## src/rtl/svm_pkg.sv

```systemverilog
// ---------------------------------------------------------------------------
// Sine voice mixer package
// Shared sizes, controller/datapath bundles and the quarter-wave sine table.
// ---------------------------------------------------------------------------
`default_nettype none

package svm_pkg;

  localparam int MAX_VOICES      = 16;
  localparam int SINE_TABLE_BITS = 10;
  localparam int VIDX_W          = (MAX_VOICES > 1) ? $clog2(MAX_VOICES) : 1;
  localparam int QTR_BITS        = SINE_TABLE_BITS - 2;
  localparam int QTR_LEN         = 1 << QTR_BITS;

  localparam int PHASE_W  = 24;
  localparam int AGE_W    = 18;
  localparam int GAIN_W   = 24;
  localparam int MIX_W    = 20;
  localparam int COUNT_W  = 5;
  localparam int SAMPLE_W = 16;
  localparam int ENV_W    = 15;

  localparam logic [63:0] HALF_PI_Q30 = 64'd1686629713;

  typedef logic [63:0] div_tab_t [7];
  localparam div_tab_t DIV_TAB = '{64'd6, 64'd20, 64'd42, 64'd72, 64'd110, 64'd156, 64'd210};

  typedef logic [ENV_W-1:0] qtab_t [QTR_LEN];

  typedef struct packed {
    logic              clr;
    logic              note;
    logic              look;
    logic              up;
    logic              dn;
    logic              mix;
    logic              emit;
    logic [VIDX_W-1:0] vidx;
  } svm_cmd_t;

  typedef struct packed {
    logic vact;
    logic out_busy;
  } svm_stat_t;

  // Taylor series up to x^15 in Q30, truncating at each step
  function automatic logic [ENV_W-1:0] quarter_sine(input int unsigned r);
    logic [63:0]        x;
    logic [63:0]        term;
    logic signed [63:0] acc;
    logic [63:0]        v;
    x    = (64'(r) * HALF_PI_Q30) >> QTR_BITS;
    term = x;
    acc  = signed'(x);
    for (int k = 0; k < 7; k++) begin
      term = (term * x) >> 30;
      term = (term * x) >> 30;
      term = term / DIV_TAB[k];
      if ((k % 2) == 0) begin
        acc = acc - signed'(term);
      end else begin
        acc = acc + signed'(term);
      end
    end
    if (acc < 0) begin
      acc = 0;
    end
    v = (unsigned'(acc) + 64'd16384) >> 15;
    if (v > 64'd32767) begin
      v = 64'd32767;
    end
    return v[ENV_W-1:0];
  endfunction

  function automatic qtab_t build_qtab();
    qtab_t t;
    for (int i = 0; i < QTR_LEN; i++) begin
      t[i] = quarter_sine(i);
    end
    return t;
  endfunction

  localparam qtab_t QTAB = build_qtab();

  // quarter-wave peak, reached at the start of the odd quadrants
  localparam logic [ENV_W-1:0] QPEAK = quarter_sine(QTR_LEN);

  function automatic logic signed [SAMPLE_W-1:0] sine_lookup(
    input logic [SINE_TABLE_BITS-1:0] idx
  );
    logic [1:0]          quad;
    logic [QTR_BITS-1:0] r;
    logic [ENV_W-1:0]    s;
    quad = idx[SINE_TABLE_BITS-1 -: 2];
    r    = idx[QTR_BITS-1:0];
    if (!quad[0]) begin
      s = QTAB[r];
    end else if (r == '0) begin
      s = QPEAK;
    end else begin
      s = QTAB[QTR_BITS'(QTR_LEN - 1) - r + 1'b1];
    end
    return quad[1] ? -signed'({1'b0, s}) : signed'({1'b0, s});
  endfunction

endpackage

`default_nettype wire

```

## src/rtl/svm_ctrl.sv

```systemverilog
// ---------------------------------------------------------------------------
// Sine voice mixer controller
// Sequences note-on claims and the per-voice tick walk over the datapath.
// ---------------------------------------------------------------------------
`default_nettype none

module svm_ctrl import svm_pkg::*; (
  input  wire logic      clk,
  input  wire logic      rst,
  input  wire logic      in_valid,
  input  wire logic      in_note,
  output logic           in_ready,
  input  svm_stat_t      stat,
  output svm_cmd_t       cmd
);

  localparam logic [2:0] ST_IDLE = 3'd0;
  localparam logic [2:0] ST_LOOK = 3'd1;
  localparam logic [2:0] ST_UP   = 3'd2;
  localparam logic [2:0] ST_DN   = 3'd3;
  localparam logic [2:0] ST_MIX  = 3'd4;
  localparam logic [2:0] ST_OUT  = 3'd5;

  logic [2:0]        state, state_next;
  logic [VIDX_W-1:0] vidx, vidx_next;
  logic              last;
  logic              accept;

  assign in_ready = (state == ST_IDLE);
  assign accept   = in_valid & in_ready;
  assign last     = (vidx == VIDX_W'(MAX_VOICES - 1));

  always_comb begin
    state_next = state;
    vidx_next  = vidx;
    cmd        = '0;
    cmd.vidx   = vidx;
    unique case (state)
      ST_IDLE: begin
        if (accept) begin
          cmd.clr   = 1'b1;
          cmd.note  = in_note;
          vidx_next = '0;
          state_next = in_note ? ST_OUT : ST_LOOK;
        end
      end
      ST_LOOK: begin
        if (stat.vact) begin
          cmd.look   = 1'b1;
          state_next = ST_UP;
        end else if (last) begin
          state_next = ST_OUT;
        end else begin
          vidx_next = vidx + 1'b1;
        end
      end
      ST_UP: begin
        cmd.up     = 1'b1;
        state_next = ST_DN;
      end
      ST_DN: begin
        cmd.dn     = 1'b1;
        state_next = ST_MIX;
      end
      ST_MIX: begin
        cmd.mix = 1'b1;
        if (last) begin
          state_next = ST_OUT;
        end else begin
          vidx_next  = vidx + 1'b1;
          state_next = ST_LOOK;
        end
      end
      ST_OUT: begin
        // hold until the output register can take the result
        if (!stat.out_busy) begin
          cmd.emit   = 1'b1;
          state_next = ST_IDLE;
        end
      end
      default: state_next = ST_IDLE;
    endcase
  end

  always_ff @(posedge clk) begin
    if (rst) begin
      state <= ST_IDLE;
      vidx  <= '0;
    end else begin
      state <= state_next;
      vidx  <= vidx_next;
    end
  end

endmodule

`default_nettype wire

```

## src/rtl/svm_dpath.sv

```systemverilog
// ---------------------------------------------------------------------------
// Sine voice mixer datapath
// Voice state, shared multiplier, envelope, mix accumulator and result register.
// ---------------------------------------------------------------------------
`default_nettype none

module svm_dpath import svm_pkg::*; (
  input  wire logic                clk,
  input  wire logic                rst,
  input  svm_cmd_t                 cmd,
  output svm_stat_t                stat,
  input  wire logic [PHASE_W-1:0]  in_step,
  input  wire logic [AGE_W-1:0]    life,
  input  wire logic [GAIN_W-1:0]   gain,
  output logic                     out_valid,
  input  wire logic                out_ready,
  output logic [MIX_W-1:0]         out_mix,
  output logic                     out_dropped,
  output logic [COUNT_W-1:0]       out_count
);

  logic [MAX_VOICES-1:0] active;
  logic [PHASE_W-1:0]    phase [MAX_VOICES];
  logic [PHASE_W-1:0]    step  [MAX_VOICES];
  logic [AGE_W-1:0]      age   [MAX_VOICES];

  logic signed [SAMPLE_W-1:0] sine_r;
  logic [AGE_W-1:0]           age_r;
  logic signed [AGE_W:0]      diff_r;
  logic [41:0]                up_r;
  logic [ENV_W-1:0]           env_r;
  logic [MIX_W-1:0]           mix_r;
  logic                       drop_r;

  logic [VIDX_W-1:0]   free_idx;
  logic                free_found;
  logic signed [19:0]  mul_a;
  logic signed [24:0]  mul_b;
  logic signed [44:0]  prod;
  logic [41:0]         env_min;
  logic [32:0]         env_sh;
  logic [AGE_W:0]      new_age;

  always_comb begin
    free_idx   = '0;
    free_found = 1'b0;
    for (int v = MAX_VOICES - 1; v >= 0; v--) begin
      if (!active[v]) begin
        free_idx   = VIDX_W'(v);
        free_found = 1'b1;
      end
    end
  end

  // one shared multiplier, operands picked by the current step
  always_comb begin
    mul_a = signed'({2'b00, age_r});
    mul_b = signed'({1'b0, gain});
    if (cmd.dn) begin
      mul_a = 20'(diff_r);
    end else if (cmd.mix) begin
      mul_a = 20'(sine_r);
      mul_b = signed'({10'd0, env_r});
    end
  end

  assign prod    = mul_a * mul_b;
  assign env_min = (up_r < prod[41:0]) ? up_r : prod[41:0];
  assign env_sh  = env_min[41:9];
  assign new_age = {1'b0, age[cmd.vidx]} + 1'b1;

  assign stat.vact     = active[cmd.vidx];
  assign stat.out_busy = out_valid & ~out_ready;

  always_ff @(posedge clk) begin
    if (cmd.clr) begin
      mix_r  <= '0;
      drop_r <= cmd.note & ~free_found;
    end
    if (cmd.note && free_found) begin
      phase[free_idx] <= '0;
      age[free_idx]   <= '0;
      step[free_idx]  <= in_step;
    end
    if (cmd.look) begin
      sine_r <= sine_lookup(phase[cmd.vidx][PHASE_W-1 -: SINE_TABLE_BITS]);
      age_r  <= age[cmd.vidx];
      diff_r <= signed'({1'b0, life}) - signed'({1'b0, age[cmd.vidx]});
    end
    if (cmd.up) begin
      up_r <= prod[41:0];
    end
    if (cmd.dn) begin
      if (prod[44]) begin
        env_r <= '0;
      end else if (env_sh > 33'd32767) begin
        env_r <= 15'h7FFF;
      end else begin
        env_r <= env_sh[ENV_W-1:0];
      end
    end
    if (cmd.mix) begin
      mix_r <= mix_r + prod[15 +: MIX_W];
      phase[cmd.vidx] <= phase[cmd.vidx] + step[cmd.vidx];
      age[cmd.vidx]   <= new_age[AGE_W-1:0];
    end
    if (cmd.emit) begin
      out_mix     <= mix_r;
      out_dropped <= drop_r;
      out_count   <= COUNT_W'($countones(active));
    end
  end

  always_ff @(posedge clk) begin
    if (rst) begin
      active    <= '0;
      out_valid <= 1'b0;
    end else begin
      if (cmd.note && free_found) begin
        active[free_idx] <= 1'b1;
      end
      // drop the voice once it outlives the lifetime
      if (cmd.mix && (new_age > {1'b0, life})) begin
        active[cmd.vidx] <= 1'b0;
      end
      if (cmd.emit) begin
        out_valid <= 1'b1;
      end else if (out_ready) begin
        out_valid <= 1'b0;
      end
    end
  end

endmodule

`default_nettype wire

```

## src/rtl/polyphonic_sine_voice_mixer.sv

```systemverilog
// ---------------------------------------------------------------------------
// Polyphonic sine voice mixer
// Pool of sine voices with trapezoid envelopes, summed once per sample tick.
// ---------------------------------------------------------------------------
//  channel   direction  handshake               payload
//  s_*       in         s_tvalid / s_tready     tdata phase_step, tuser req_type
//  m_*       out        m_tvalid / m_tready     tdata mix_sample, active_voices;
//                                               tuser note_dropped
//  apb       in         psel & penable          life_samples @0, ramp_gain @4
//
//  A note on is accepted when idle, then emitted once the output is free.
//  A tick walks all 16 voices: look only for an idle voice; look (table read),
//  up and down (two envelope products) and mix (sine product) for a sounding
//  voice, the three products sharing one multiplier; then the sum is emitted.
//  Reset clears the voice pool and loads the default registers.
//  A finished item waits in the output register while the next is taken.
// ---------------------------------------------------------------------------
`default_nettype none

module polyphonic_sine_voice_mixer import svm_pkg::*; (
  input  wire logic        clk,
  input  wire logic        rst,
  input  wire logic        s_tvalid,
  output logic             s_tready,
  input  wire logic [23:0] s_tdata,   // phase_step[23:0]
  input  wire logic        s_tuser,   // req_type[0]
  output logic             m_tvalid,
  input  wire logic        m_tready,
  output logic [31:0]      m_tdata,   // mix_sample[19:0], active_voices[24:20], zero
  output logic             m_tuser,   // note_dropped[0]
  input  wire logic        psel,
  input  wire logic        penable,
  input  wire logic        pwrite,
  input  wire logic [2:0]  paddr,
  input  wire logic [31:0] pwdata,
  output logic [31:0]      prdata,
  output logic             pready
);

  localparam logic REG_LIFE = 1'b0;
  localparam logic REG_GAIN = 1'b1;

  logic [AGE_W-1:0]   life;
  logic [GAIN_W-1:0]  gain;
  svm_cmd_t           cmd;
  svm_stat_t          stat;
  logic [MIX_W-1:0]   out_mix;
  logic [COUNT_W-1:0] out_count;

  assign pready = 1'b1;

  always_ff @(posedge clk) begin
    if (rst) begin
      life <= AGE_W'(11025);
      gain <= GAIN_W'(7609);
    end else if (psel && penable && pwrite) begin
      unique case (paddr[2])
        REG_LIFE: life <= pwdata[AGE_W-1:0];
        REG_GAIN: gain <= pwdata[GAIN_W-1:0];
        default: ;
      endcase
    end
  end

  always_comb begin
    unique case (paddr[2])
      REG_LIFE: prdata = {14'd0, life};
      REG_GAIN: prdata = {8'd0, gain};
      default:  prdata = '0;
    endcase
  end

  svm_ctrl u_ctrl (
    .clk      (clk),
    .rst      (rst),
    .in_valid (s_tvalid),
    .in_note  (s_tuser),
    .in_ready (s_tready),
    .stat     (stat),
    .cmd      (cmd)
  );

  svm_dpath u_dpath (
    .clk         (clk),
    .rst         (rst),
    .cmd         (cmd),
    .stat        (stat),
    .in_step     (s_tdata),
    .life        (life),
    .gain        (gain),
    .out_valid   (m_tvalid),
    .out_ready   (m_tready),
    .out_mix     (out_mix),
    .out_dropped (m_tuser),
    .out_count   (out_count)
  );

  assign m_tdata = {7'd0, out_count, out_mix};

  a_busy_after_accept: assert property (@(posedge clk) disable iff (rst)
    (s_tvalid && s_tready) |=> !s_tready)
    else $error("input taken again right after an accept");

  a_count_range: assert property (@(posedge clk) disable iff (rst)
    m_tvalid |-> (out_count <= COUNT_W'(MAX_VOICES)))
    else $error("active voice count beyond pool size");

  a_drop_full: assert property (@(posedge clk) disable iff (rst)
    (m_tvalid && m_tuser) |-> (out_count == COUNT_W'(MAX_VOICES) && out_mix == '0))
    else $error("dropped note with a free voice or nonzero mix");

endmodule

`default_nettype wire
```

## config.mk

```make
export PLATFORM = sky130hd
export DESIGN_NAME = polyphonic_sine_voice_mixer
export DESIGN_NICKNAME = d
export VERILOG_FILES = /design/src/rtl/svm_pkg.sv /design/src/rtl/svm_ctrl.sv /design/src/rtl/svm_dpath.sv /design/src/rtl/polyphonic_sine_voice_mixer.sv
export SDC_FILE = /design/constraint.sdc
export NUM_CORES = 2
export LEC_CHECK = 0
export ABC_AREA = 1
export BUFFER_PORTS_ARGS = -buffer_cell sky130_fd_sc_hd__buf_2
export CAP_MARGIN = 20
export CORE_MARGIN = 2
export CORE_UTILIZATION = 50
export DETAILED_ROUTE_END_ITERATION = 12
export PLACE_DENSITY = 0.66
export SLEW_MARGIN = 20
export SYNTH_ARGS = -nofsm -noshare
export SYNTH_HDL_FRONTEND = slang
export SYNTH_HIERARCHICAL = 1
export SYNTH_SLANG_ARGS = --single-unit
```

## constraint.sdc

```tcl
create_clock -name clk -period 20.7 [get_ports clk]
set_input_delay 4.14 -clock clk [delete_from_list [all_inputs] [get_ports clk]]
set_output_delay 4.14 -clock clk [all_outputs]
set_load 0.02 [all_outputs]
```

==> metrics.txt <==
CP max-delay cell xor2_1; synthesized netlist cell count 8,590; number of global-route vias before repair 63,260; Netlist Area Pre-Place 80,390 um2; crit end category flip-flop; Setup Fix Bufs, Post-CTS 0; initial antenna violation count 3; Crit path largest cell delay 840 ps; Seq/Total Area, Yosys 0.4696; overall routing resource usage 0.3220; Ports 135; post-place setup slack 8220 ps; core area 160,200 um2; # clock sinks 1,279; kind of critical path flip-flop to flip-flop; Worst-Margin Slew 1258 ps; first-pass GRT wire length 395,800 um; final hold violations 0; CTS Buffer Depth 3; nets 9,358; wire length per cell 24.53 um; CTS Hold Bufs 0; Setup TNS Final 0 ps; DIE HEIGHT 405.0 um; Synth top area share 0.4531; RSZ-0062 raised after global routing no; RD Place Congestion 0.9925; Crit Path Max Fanout 35; Fill cells 14,260; FF+latch count, synth 1,279; area delta synth->final 8.830%; Post-DRT Antenna Nets 0; multi-input combinational cell area 37,060 um2; Async S/R FF share, synth 0; Synth area leaders edfxtp_1, fa_1, nand2_1; min setup slack post-route 8054 ps; Synth area leader edfxtp_1; CTS Buf Count 132; Final period util 0.6109; TritonCTS clock tree done; H-tree depth 4; CP arrival 13,130 ps; MaxCap Viol Count 0; Total Wirelength 264,700 um; Via density 5.951; Storage cell area 37,750 um2; worst path required time 21,180 ps; ANT cells 0; Pins Over Slew Limit 0; Worst Hold Class flip-flop to flip-flop; chip width 405.0 um; Setup-failing EPs final 0; Synth cell types 59; fmax 79.07 MHz; largest net degree at the start of global routing 158; total grt overflow 0; HPWL Detailed 166,900 um; clock latency at the later pin of the worst-skew pair 780 ps; Clock transition at path regs 60 ps; initial core utilization 0.5018; # rows 147; Startpoint Class flip-flop; relative slew slack 0.1560; CTS root buffer clkbuf_16; top_reg_cell synth edfxtp_1; Resize count post-CTS 0; Worst Skew 60.88 ps; status finished clean; DR vias 64,200; Iter 0 DRT Violations 7,475; Die Area 164,000 um2; syn avg cell area 9.358 um2; layout cells sized above 1 0.07568; count of input and output buffers 108; Yosys warnings 6; Final min period 12,650 ps; drt pass-1 iters 9; number of synthesized flops with an enable pin 1,213; # DRC 0
[cells by family after synthesis]
logic type                 share of synthesized area
and+or+nand+nor                               0.1905
AOI/OAI and AO/OA                            0.09818
buffers and inverters                        0.07351
adders and majority gates                     0.1570
xor gates and xnor gates                     0.01119
DFF                                           0.4696
other                                     0.00009342
[placed cells by master, fill, tap and decap left out, drive strengths merged, types with 16 or more instances in the layout]
cell type / Yosys / final
nand2: 1835 / 1835
conb: 2 / 16
inv: 951 / 960
o21ai: 267 / 267
or2: 25 / 25
a21oi: 382 / 382
clkbuf: 272 / 151
a22oi: 473 / 473
nand3: 436 / 436
xnor2: 30 / 30
a31oi: 22 / 22
clkinv: 12 / 67
a211oi: 21 / 21
bufinv: 0 / 17
or4: 35 / 35
xor2: 71 / 71
fa: 409 / 409
nand4: 65 / 65
ha: 354 / 354
buf: 212 / 274
edfxtp: 1213 / 1213
nor3: 43 / 43
nor2: 1273 / 1273
o211ai: 29 / 29
dfxtp: 66 / 66
[final timing paths]
kind | startpoint | endpoint | slack, ps | cells after the start
worst max-delay path | u_ctrl/state[0]$_SDFFE_PP0P_ | u_dpath/env_r[14]$_SDFFCE_PP0P_ | 8050 | 42
worst min-delay path | u_dpath/drop_r$_DFFE_PP_ | u_dpath/out_dropped$_DFFE_PP_ | 420 | 0
worst max register to register | u_ctrl/state[0]$_SDFFE_PP0P_ | u_dpath/env_r[14]$_SDFFCE_PP0P_ | 8050 | 42
worst min register to register | u_dpath/drop_r$_DFFE_PP_ | u_dpath/out_dropped$_DFFE_PP_ | 420 | 0
[state kept, by name, indices dropped and copies added (netlist names), 18 cells and up]
name	count
u_dpath/diff_r	19
gain	24
u_dpath/mix_r	20
u_dpath/out_mix	20
u_dpath/age	288
u_dpath/up_r	42
u_dpath/phase	384
life	18
u_dpath/age_r	18
u_dpath/step	384
[synthesized netlist by cell type (12+ instances only)]
cell type	number
a211oi_1	21
a21o_1	14
a21oi_1	381
a22oi_1	473
a31oi_1	22
buf_1	35
buf_2	106
buf_4	50
buf_6	21
clkbuf_1	272
clkinv_1	12
dfxtp_1	66
edfxtp_1	1213
fa_1	409
ha_1	354
inv_1	925
inv_2	26
nand2_1	1811
nand2_2	19
nand3_1	427
nand4_1	63
nor2_1	1247
nor2_2	12
nor2_4	13
nor3_1	41
o211ai_1	29
o21ai_0	243
o21ai_1	23
o21bai_1	14
or2_2	23
or4_1	35
xnor2_1	30
xor2_1	69
[worst max-delay path, delay by kind of cell, from the launching register on]
kind                       cells  cell delay [ps]
and+or+nand+nor               13             2830
DFF                            1              560
AOI/OAI and AO/OA              9             1220
buffers and inverters         10             2520
xor gates and xnor gates       1              840
adders and majority gates      9             4310
[area by class of cell]
type                       instances  share of cell area
multi-input combinational       5878              0.4236
tap                             2160             0.03089
timing repair buffer             274             0.02137
inverter                         963             0.04142
sequential                      1279              0.4315
clock buffer                     151             0.03893
clock inverter                    84             0.01227
[layer usage]
metal / vias to the layer above / wire length, um / track usage
li1: 28550 / - / -
met1: 31490 / 103200 / 0.4278
met2: 3477 / 122300 / 0.5160
met3: 685 / 25170 / 0.05526
met4: 2 / 13930 / 0.1506
met5: - / 7 / 0
[through the flow]
stage | utilization | instances | hold WS, ps | cell area, um2
6_report | 0.5461 | 10790 | 422.9 | 87490
5_1_grt | 0.5461 | 10790 | 445.9 | 87490
4_1_cts | 0.5454 | 10790 | 420.2 | 87380
3_5_place_dp | 0.5175 | 10550 | 406.5 | 82900
3_3_place_gp | 0.5173 | 10550 | 407.3 | 82870
2_1_floorplan | - | 8604 | 400.3 | 80440
Power is not shown: default switching activity piles up to over one toggle a cycle in this logic, so the estimate is an artifact.
